File: src/hw/rtl/tre_pkg.sv
package tre_pkg;

  // configuration register indexes
  localparam int unsigned CFG_IDX_W = 3;
  localparam logic [CFG_IDX_W-1:0] REG_VA_X = 3'd0;
  localparam logic [CFG_IDX_W-1:0] REG_VA_Y = 3'd1;
  localparam logic [CFG_IDX_W-1:0] REG_VB_X = 3'd2;
  localparam logic [CFG_IDX_W-1:0] REG_VB_Y = 3'd3;
  localparam logic [CFG_IDX_W-1:0] REG_VC_X = 3'd4;
  localparam logic [CFG_IDX_W-1:0] REG_VC_Y = 3'd5;

  // front-to-back queue
  localparam int unsigned QUEUE_DEPTH = 4;
  localparam int unsigned QPTR_W      = 2;

  typedef struct packed {
    logic last;   // final pixel of the box scan
    logic empty;  // box has no area, coverage forced off
  } scan_tag_t;

endpackage

File: src/hw/rtl/tre_setup.sv
module tre_setup #(
  parameter int unsigned COORD_BITS = 10
) (
  input  logic                           clk,
  input  logic                           rst_n,
  input  logic                           cfg_we,
  input  logic [tre_pkg::CFG_IDX_W-1:0]  cfg_index,
  input  logic [COORD_BITS-1:0]          cfg_wdata,
  output logic [COORD_BITS-1:0]          x1_r,
  output logic [COORD_BITS-1:0]          y1_r,
  output logic [COORD_BITS-1:0]          x2_r,
  output logic [COORD_BITS-1:0]          y2_r,
  output logic [COORD_BITS-1:0]          x3_r,
  output logic [COORD_BITS-1:0]          y3_r,
  output logic [COORD_BITS-1:0]          minx_r,
  output logic [COORD_BITS-1:0]          maxx_r,
  output logic [COORD_BITS-1:0]          miny_r,
  output logic [COORD_BITS-1:0]          maxy_r,
  output logic                           empty_r
);

  logic [COORD_BITS-1:0] va_x_r, va_y_r, vb_x_r, vb_y_r, vc_x_r, vc_y_r;
  logic [COORD_BITS-1:0] ax, ay, bx, by, cx, cy, tx, ty;
  logic [COORD_BITS-1:0] minx_nxt, maxx_nxt;

  always_ff @(posedge clk) begin
    if (!rst_n) begin
      va_x_r <= '0;
      va_y_r <= '0;
      vb_x_r <= '0;
      vb_y_r <= '0;
      vc_x_r <= '0;
      vc_y_r <= '0;
    end else if (cfg_we) begin
      case (cfg_index)
        tre_pkg::REG_VA_X: va_x_r <= cfg_wdata;
        tre_pkg::REG_VA_Y: va_y_r <= cfg_wdata;
        tre_pkg::REG_VB_X: vb_x_r <= cfg_wdata;
        tre_pkg::REG_VB_Y: vb_y_r <= cfg_wdata;
        tre_pkg::REG_VC_X: vc_x_r <= cfg_wdata;
        tre_pkg::REG_VC_Y: vc_y_r <= cfg_wdata;
        default: ;
      endcase
    end
  end

  // three-swap sort by y
  always_comb begin
    ax = va_x_r; ay = va_y_r;
    bx = vb_x_r; by = vb_y_r;
    cx = vc_x_r; cy = vc_y_r;
    tx = '0;     ty = '0;
    if (ay > by) begin
      tx = ax; ty = ay; ax = bx; ay = by; bx = tx; by = ty;
    end
    if (by > cy) begin
      tx = bx; ty = by; bx = cx; by = cy; cx = tx; cy = ty;
    end
    if (ay > by) begin
      tx = ax; ty = ay; ax = bx; ay = by; bx = tx; by = ty;
    end
    minx_nxt = ax;
    maxx_nxt = ax;
    if (bx < minx_nxt) minx_nxt = bx;
    if (cx < minx_nxt) minx_nxt = cx;
    if (bx > maxx_nxt) maxx_nxt = bx;
    if (cx > maxx_nxt) maxx_nxt = cx;
  end

  always_ff @(posedge clk) begin
    if (!rst_n) begin
      x1_r    <= '0;
      y1_r    <= '0;
      x2_r    <= '0;
      y2_r    <= '0;
      x3_r    <= '0;
      y3_r    <= '0;
      minx_r  <= '0;
      maxx_r  <= '0;
      miny_r  <= '0;
      maxy_r  <= '0;
      empty_r <= 1'b1;
    end else begin
      x1_r    <= ax;
      y1_r    <= ay;
      x2_r    <= bx;
      y2_r    <= by;
      x3_r    <= cx;
      y3_r    <= cy;
      minx_r  <= minx_nxt;
      maxx_r  <= maxx_nxt;
      miny_r  <= ay;
      maxy_r  <= cy;
      empty_r <= (minx_nxt == maxx_nxt) || (ay == cy);
    end
  end

endmodule

File: src/hw/rtl/tre_front.sv
module tre_front #(
  parameter int unsigned COORD_BITS = 10
) (
  input  logic                    clk,
  input  logic                    rst_n,
  input  logic                    accept,
  input  logic                    restart,
  input  logic [COORD_BITS-1:0]   minx,
  input  logic [COORD_BITS-1:0]   maxx,
  input  logic [COORD_BITS-1:0]   miny,
  input  logic [COORD_BITS-1:0]   maxy,
  input  logic                    empty,
  output logic [COORD_BITS-1:0]   col,
  output logic [COORD_BITS-1:0]   row,
  output tre_pkg::scan_tag_t      tag
);

  logic [COORD_BITS-1:0] col_r, row_r, col_nxt, row_nxt;
  logic                  active_r, active_nxt;
  logic                  start;
  logic                  row_end, col_end;
  logic [COORD_BITS:0]   col_inc, row_inc;

  always_comb begin
    start = restart || !active_r || (col_r < minx) || (col_r >= maxx) ||
            (row_r < miny) || (row_r >= maxy);
    col = start ? minx : col_r;
    row = start ? miny : row_r;
    if (empty) begin
      col = minx;
      row = miny;
    end
    col_inc = {1'b0, col} + 1'b1;
    row_inc = {1'b0, row} + 1'b1;
    col_end = (col_inc == {1'b0, maxx});
    row_end = (row_inc == {1'b0, maxy});
    tag.empty = empty;
    tag.last  = empty || (col_end && row_end);

    // wrap to the box corner after the last pixel
    if (tag.last) begin
      col_nxt    = minx;
      row_nxt    = miny;
      active_nxt = 1'b0;
    end else if (col_end) begin
      col_nxt    = minx;
      row_nxt    = row_inc[COORD_BITS-1:0];
      active_nxt = 1'b1;
    end else begin
      col_nxt    = col_inc[COORD_BITS-1:0];
      row_nxt    = row;
      active_nxt = 1'b1;
    end
  end

  always_ff @(posedge clk) begin
    if (!rst_n) begin
      col_r    <= '0;
      row_r    <= '0;
      active_r <= 1'b0;
    end else if (accept) begin
      col_r    <= col_nxt;
      row_r    <= row_nxt;
      active_r <= active_nxt;
    end
  end

endmodule

File: src/hw/rtl/tre_queue.sv
module tre_queue #(
  parameter int unsigned COORD_BITS = 10
) (
  input  logic                    clk,
  input  logic                    rst_n,
  input  logic                    push,
  input  logic [COORD_BITS-1:0]   push_col,
  input  logic [COORD_BITS-1:0]   push_row,
  input  tre_pkg::scan_tag_t      push_tag,
  output logic                    full,
  input  logic                    pop,
  output logic                    not_empty,
  output logic [COORD_BITS-1:0]   pop_col,
  output logic [COORD_BITS-1:0]   pop_row,
  output tre_pkg::scan_tag_t      pop_tag
);

  logic [COORD_BITS-1:0]          col_mem [tre_pkg::QUEUE_DEPTH];
  logic [COORD_BITS-1:0]          row_mem [tre_pkg::QUEUE_DEPTH];
  tre_pkg::scan_tag_t             tag_mem [tre_pkg::QUEUE_DEPTH];
  logic [tre_pkg::QPTR_W-1:0]     wr_ptr_r, rd_ptr_r;
  logic [tre_pkg::QPTR_W:0]       count_r;
  logic                           do_push, do_pop;

  assign full      = (count_r == (tre_pkg::QPTR_W+1)'(tre_pkg::QUEUE_DEPTH));
  assign not_empty = (count_r != '0);
  assign do_push   = push && !full;
  assign do_pop    = pop && not_empty;

  assign pop_col = col_mem[rd_ptr_r];
  assign pop_row = row_mem[rd_ptr_r];
  assign pop_tag = tag_mem[rd_ptr_r];

  always_ff @(posedge clk) begin
    if (do_push) begin
      col_mem[wr_ptr_r] <= push_col;
      row_mem[wr_ptr_r] <= push_row;
      tag_mem[wr_ptr_r] <= push_tag;
    end
  end

  always_ff @(posedge clk) begin
    if (!rst_n) begin
      wr_ptr_r <= '0;
      rd_ptr_r <= '0;
      count_r  <= '0;
    end else begin
      if (do_push) wr_ptr_r <= wr_ptr_r + 1'b1;
      if (do_pop)  rd_ptr_r <= rd_ptr_r + 1'b1;
      case ({do_push, do_pop})
        2'b10:   count_r <= count_r + 1'b1;
        2'b01:   count_r <= count_r - 1'b1;
        default: count_r <= count_r;
      endcase
    end
  end

endmodule

File: src/hw/rtl/tre_back.sv
module tre_back #(
  parameter int unsigned COORD_BITS = 10
) (
  input  logic                    clk,
  input  logic                    rst_n,
  input  logic [COORD_BITS-1:0]   x1,
  input  logic [COORD_BITS-1:0]   y1,
  input  logic [COORD_BITS-1:0]   x2,
  input  logic [COORD_BITS-1:0]   y2,
  input  logic [COORD_BITS-1:0]   x3,
  input  logic [COORD_BITS-1:0]   y3,
  input  logic                    q_not_empty,
  input  logic [COORD_BITS-1:0]   q_col,
  input  logic [COORD_BITS-1:0]   q_row,
  input  tre_pkg::scan_tag_t      q_tag,
  output logic                    q_pop,
  output logic                    out_valid,
  input  logic                    out_stall,
  output logic [COORD_BITS-1:0]   out_pixel_x,
  output logic [COORD_BITS-1:0]   out_pixel_y,
  output logic                    out_covered,
  output logic                    out_last
);

  localparam int unsigned DW = COORD_BITS + 1;
  localparam int unsigned PW = 2 * DW;
  localparam int unsigned EW = PW + 1;

  logic                  advance;
  logic                  s1_valid_r;
  logic [COORD_BITS-1:0] s1_col_r, s1_row_r;
  tre_pkg::scan_tag_t    s1_tag_r;
  logic signed [PW-1:0]  pa_r [3];
  logic signed [PW-1:0]  pb_r [3];
  logic [2:0]            neg, pos;
  logic                  out_valid_r, out_covered_r, out_last_r;
  logic [COORD_BITS-1:0] out_col_r, out_row_r;
  logic [COORD_BITS-1:0] px [3];
  logic [COORD_BITS-1:0] py [3];
  logic [COORD_BITS-1:0] qx [3];
  logic [COORD_BITS-1:0] qy [3];

  // whole pipe holds while the output word is stalled
  assign advance = !out_valid_r || !out_stall;
  assign q_pop   = advance && q_not_empty;

  assign px[0] = x1; assign py[0] = y1; assign qx[0] = x2; assign qy[0] = y2;
  assign px[1] = x2; assign py[1] = y2; assign qx[1] = x3; assign qy[1] = y3;
  assign px[2] = x3; assign py[2] = y3; assign qx[2] = x1; assign qy[2] = y1;

  for (genvar e = 0; e < 3; e++) begin : g_edge
    logic signed [DW-1:0] dx, dy, ry, rx;
    logic signed [EW-1:0] ev;

    assign dx = $signed({1'b0, px[e]}) - $signed({1'b0, qx[e]});
    assign dy = $signed({1'b0, py[e]}) - $signed({1'b0, qy[e]});
    assign ry = $signed({1'b0, q_row}) - $signed({1'b0, py[e]});
    assign rx = $signed({1'b0, q_col}) - $signed({1'b0, px[e]});

    always_ff @(posedge clk) begin
      if (advance) begin
        pa_r[e] <= dx * ry;
        pb_r[e] <= dy * rx;
      end
    end

    assign ev     = EW'(pa_r[e]) - EW'(pb_r[e]);
    assign neg[e] = ev[EW-1];
    assign pos[e] = !ev[EW-1] && (ev != '0);
  end

  always_ff @(posedge clk) begin
    if (advance) begin
      s1_col_r      <= q_col;
      s1_row_r      <= q_row;
      s1_tag_r      <= q_tag;
      out_col_r     <= s1_col_r;
      out_row_r     <= s1_row_r;
      out_last_r    <= s1_tag_r.last;
      out_covered_r <= !s1_tag_r.empty && ((&neg) || (&pos));
    end
  end

  always_ff @(posedge clk) begin
    if (!rst_n) begin
      s1_valid_r  <= 1'b0;
      out_valid_r <= 1'b0;
    end else if (advance) begin
      s1_valid_r  <= q_pop;
      out_valid_r <= s1_valid_r;
    end
  end

  assign out_valid   = out_valid_r;
  assign out_pixel_x = out_col_r;
  assign out_pixel_y = out_row_r;
  assign out_covered = out_covered_r;
  assign out_last    = out_last_r;

endmodule

File: src/hw/rtl/triangle_edge_rasterizer_top.sv
// Edge-function triangle scan generator. Write the three vertices through the
// cfg port (index 0..5: a.x, a.y, b.x, b.y, c.x, c.y). A write reaches the
// scan through the vertex registers and then the sorted setup registers. Each
// input word (restart=1 jumps to the top-left of the bounding box, restart=0
// steps one pixel) yields one output word with the pixel position, a coverage
// bit for pixels strictly inside the triangle on every side (either winding) and a last
// flag on the final pixel of [min,max) x [min,max). An empty box gives its
// corner with covered=0 and last=1. Throughput is one pixel per clock while no
// stall holds the pipe. A result passes the queue entry, the edge multiplier
// stage and the output register in turn. A four-word queue between scan
// control and edge evaluation absorbs stalls.
module triangle_edge_rasterizer_top #(
  parameter int unsigned COORD_BITS = 10
) (
  input  logic                           clk,
  input  logic                           rst_n,
  input  logic                           cfg_we,
  input  logic [tre_pkg::CFG_IDX_W-1:0]  cfg_index,
  input  logic [COORD_BITS-1:0]          cfg_wdata,
  input  logic                           in_valid,
  output logic                           in_stall,
  input  logic                           in_restart,
  output logic                           out_valid,
  input  logic                           out_stall,
  output logic [COORD_BITS-1:0]          out_pixel_x,
  output logic [COORD_BITS-1:0]          out_pixel_y,
  output logic                           out_covered,
  output logic                           out_last
);

  logic [COORD_BITS-1:0] x1, y1, x2, y2, x3, y3;
  logic [COORD_BITS-1:0] minx, maxx, miny, maxy;
  logic                  empty;
  logic                  accept, q_full, q_pop, q_not_empty;
  logic [COORD_BITS-1:0] f_col, f_row, q_col, q_row;
  tre_pkg::scan_tag_t    f_tag, q_tag;

  assign in_stall = q_full;
  assign accept   = in_valid && !q_full;

  tre_setup #(.COORD_BITS(COORD_BITS)) u_setup (
    .clk      (clk),
    .rst_n    (rst_n),
    .cfg_we   (cfg_we),
    .cfg_index(cfg_index),
    .cfg_wdata(cfg_wdata),
    .x1_r     (x1),
    .y1_r     (y1),
    .x2_r     (x2),
    .y2_r     (y2),
    .x3_r     (x3),
    .y3_r     (y3),
    .minx_r   (minx),
    .maxx_r   (maxx),
    .miny_r   (miny),
    .maxy_r   (maxy),
    .empty_r  (empty)
  );

  tre_front #(.COORD_BITS(COORD_BITS)) u_front (
    .clk    (clk),
    .rst_n  (rst_n),
    .accept (accept),
    .restart(in_restart),
    .minx   (minx),
    .maxx   (maxx),
    .miny   (miny),
    .maxy   (maxy),
    .empty  (empty),
    .col    (f_col),
    .row    (f_row),
    .tag    (f_tag)
  );

  tre_queue #(.COORD_BITS(COORD_BITS)) u_queue (
    .clk      (clk),
    .rst_n    (rst_n),
    .push     (accept),
    .push_col (f_col),
    .push_row (f_row),
    .push_tag (f_tag),
    .full     (q_full),
    .pop      (q_pop),
    .not_empty(q_not_empty),
    .pop_col  (q_col),
    .pop_row  (q_row),
    .pop_tag  (q_tag)
  );

  tre_back #(.COORD_BITS(COORD_BITS)) u_back (
    .clk        (clk),
    .rst_n      (rst_n),
    .x1         (x1),
    .y1         (y1),
    .x2         (x2),
    .y2         (y2),
    .x3         (x3),
    .y3         (y3),
    .q_not_empty(q_not_empty),
    .q_col      (q_col),
    .q_row      (q_row),
    .q_tag      (q_tag),
    .q_pop      (q_pop),
    .out_valid  (out_valid),
    .out_stall  (out_stall),
    .out_pixel_x(out_pixel_x),
    .out_pixel_y(out_pixel_y),
    .out_covered(out_covered),
    .out_last   (out_last)
  );

endmodule
File: config.mk
export PLATFORM = sky130hd
export DESIGN_NAME = triangle_edge_rasterizer_top
export DESIGN_NICKNAME = d
export VERILOG_FILES = /design/src/hw/rtl/tre_pkg.sv /design/src/hw/rtl/tre_setup.sv /design/src/hw/rtl/tre_front.sv /design/src/hw/rtl/tre_queue.sv /design/src/hw/rtl/tre_back.sv /design/src/hw/rtl/triangle_edge_rasterizer_top.sv
export SDC_FILE = /design/constraint.sdc
export NUM_CORES = 2
export LEC_CHECK = 0
export BUFFER_PORTS_ARGS = -buffer_cell sky130_fd_sc_hd__clkbuf_2
export CAP_MARGIN = 0
export CORE_MARGIN = 1
export CORE_UTILIZATION = 60
export DETAILED_ROUTE_END_ITERATION = 8
export GPL_TIMING_DRIVEN = 0
export PLACE_DENSITY_LB_ADDON = 0.15
export REMOVE_ABC_BUFFERS = 1
export SLEW_MARGIN = 40
export SYNTH_ARGS = -nofsm -noshare
export SYNTH_HDL_FRONTEND = slang
export SYNTH_SLANG_ARGS = --single-unit
File: constraint.sdc
create_clock -name clk -period 21.8 [get_ports clk]
set_input_delay 3.27 -clock clk [delete_from_list [all_inputs] [get_ports clk]]
set_output_delay 3.27 -clock clk [all_outputs]
set_load 0.05 [all_outputs]
==> flow_summary.toml <==
[outcome]
outcome = "completed"

[sta]
min_period_ps = 14770
setup_viol = 0
finClkSkew_ps = 29.1
period_share_pct = 67.8
max_slew_margin_pct = 39.6
fin_setup_tns_ps = 0
rsz0062_at_grt = "no"
max_freq_mhz = 67.7
report.final.slew_viol_count = 0
setup_slack_ps = 7030
finalHoldViolCount = 0
tightest_slew_ps = 900
hold_ws_ps = 419

[clocking]
cts_setup_buffers = 0
tritoncts = "yes"
cts_resized = 0
cts_htree_levels = 2
cts_root_buf = "clkbuf_16"
cts_made_buffers = 51
ctsHoldBuffers = 0
cts_buffer_depth = 3
path_clk_slew_ps = 60
clock_latency_ps = 670
cts.sinks = 437

[floorplan]
die_h_um = 305
io_pins = 43
num_rows = 110
initial_core_util_pct = 61.0
core_area_mm2 = 0.0906
die_w_um = 305
die_area_mm2 = 0.0933

[detailed_routing]
drtAntennaViolNets = 0
wl_mm = 140
viasPerCell = 5.73
drc = 0
drt_first_iter_violations = 3374
post_drt_wl_per_cell_um = 19.5
drtPass1Iterations = 7
routed-via-count = 41190

[global_route]
antenna_found_initial = 7
grt_pass1_vias = 41683
grt_use_total_pct = 31.0
grt_max_degree = 92
grt_pass1_wl_mm = 226
grt_overflow = 0

[critical_path]
cp.required_ps = 22380
crit_family = "compound AO/OA/AOI/OAI gates"
end_kind = "flip-flop"
crit_fanout = 57
worstSetupPathType = "flip-flop to flip-flop"
start_kind = "flip-flop"
cp-startpoint = "u_setup.vb_y_r[3]$_SDFFE_PN0P_"
critPathBufInv = 6
worst_r2r_path_depth = 55
cpMostUsedCell = "a21oi_1"
ff2ff_setup_slack_ps = 7030
crit_arrival_ps = 15360
r2r_end = "u_setup.empty_r$_SDFF_PN1_"
r2r-start = "u_setup.vb_y_r[3]$_SDFFE_PN0P_"
crit_path_top_delay_cell = "a2111oi_2"
max_stage_delay_ps = 840

[logic_synthesis]
synthArstFlopShare_pct = 0
synth_area_per_cell_um2 = 9.21
synth_flop_cell = "edfxtp_1"
synthCells = 5997
yosysWarnings = 0
synth_enable_flop_cells = 264
synth_seq_area_share_pct = 20.6
synth_most_common_cell = "inv_1"
synth_common_cells = "inv_1, fa_1, nand2_1"
synth_seq_cells = 437
ys_types = 97
ys_top_cells_by_area = "fa_1, edfxtp_1, ha_1"
synth_top_area_share_pct = 26.2
yosys.area.top_type = "fa_1"
netlist_area_mm2 = 0.0552

[min_path]
min_path_type = "flip-flop to flip-flop"
min-delay-start = "u_back.s1_col_r[1]$_DFFE_PN_"
holdPathEnd = "u_back.out_pixel_x[1]$_DFFE_PN_"
whs_path_depth = 0

[placement]
numPortBuffers = 42
pre_cts_slack_ps = 7480
post-dp-hpwl_mm = 115
routabilityCongestion = 0.984

[cells_and_area]
layout-drive-gt1-share_pct = 4.95
layout.nets = 7268
areaGrowthSynthToFinish_pct = 6.62

[run]
max-cap-violations = 0
-- registers in the layout (all words and copies together), names as in the netlist, 40 cells and up, named ones only --
signal           cells
u_queue.row_mem     40
u_back.pb_r         66
u_back.pa_r         66
u_queue.col_mem     40
-- stage by stage --
| stage | area (um^2) | instances | util [%] |
|---|---|---|---|
| finish | 58900 | 7184 | 65.0 |
| global route | 58900 | 7181 | 65.0 |
| CTS | 58800 | 7181 | 65.0 |
| detailed placement | 57100 | 7085 | 63.0 |
| global placement | 56300 | 7067 | 62.2 |
| floorplan | 54600 | 5849 | - |
-- worst max-delay path by stage --
stage,endpoint,slack [ps],cells after the start
2_1_floorplan,u_setup.empty_r$_SDFF_PN1_,6620,54
3_3_place_gp,u_setup.empty_r$_SDFF_PN1_,2300,53
3_5_place_dp,u_setup.empty_r$_SDFF_PN1_,7480,55
4_1_cts,u_setup.empty_r$_SDFF_PN1_,7410,55
5_1_grt,u_setup.empty_r$_SDFF_PN1_,6210,55
6_report,u_setup.empty_r$_SDFF_PN1_,7030,55
-- final cells by class --
type / instances / area (um^2)
Multi-Input combinational cell: 4248 / 39400
Fill cell: 7365 / 31700
Inverter: 1164 / 4380
Timing Repair Buffer: 60 / 507
Sequential cell: 437 / 11400
Antenna cell: 3 / 7.51
Tap cell: 1176 / 1470
Clock buffer: 64 / 1440
Clock inverter: 32 / 327
-- logic make-up after synthesis --
kind of cell,share of synthesized area [%]
xor gates and xnor gates,6.06
AOI/OAI and AO/OA,10.8
muxes,2.15
DFF,20.6
buffers and inverters,9.02
adders and majority gates,39.0
and+or+nand+nor,12.4
-- placed cells by master, fill, tap and decap left out, types with 55 or more instances in the layout --
cell	Yosys	layout
nor2b_1	82	81
xnor2_1	288	249
ha_1	565	565
and2_1	115	111
o21ai_0	176	174
nand2_1	628	626
dfxtp_1	173	171
inv_1	1162	1161
fa_1	722	722
o21bai_1	72	72
xor2_1	94	85
nor2_1	483	480
a21o_1	97	97
clkbuf_16	0	55
a21oi_1	346	337
edfxtp_1	264	264
-- per-layer routing --
layer	vias up	track usage (%)	share of wire, %	wire [um]
li1	19176	-	-	-
met1	20316	42.5	42	59500
met2	1394	50.8	47	65600
met3	302	4.13	7.3	10300
met4	2	10.4	3.6	5020
met5	-	0	0.0093	13
Power is not shown: default switching activity piles up to over one toggle a cycle in this logic, so the estimate is an artifact.
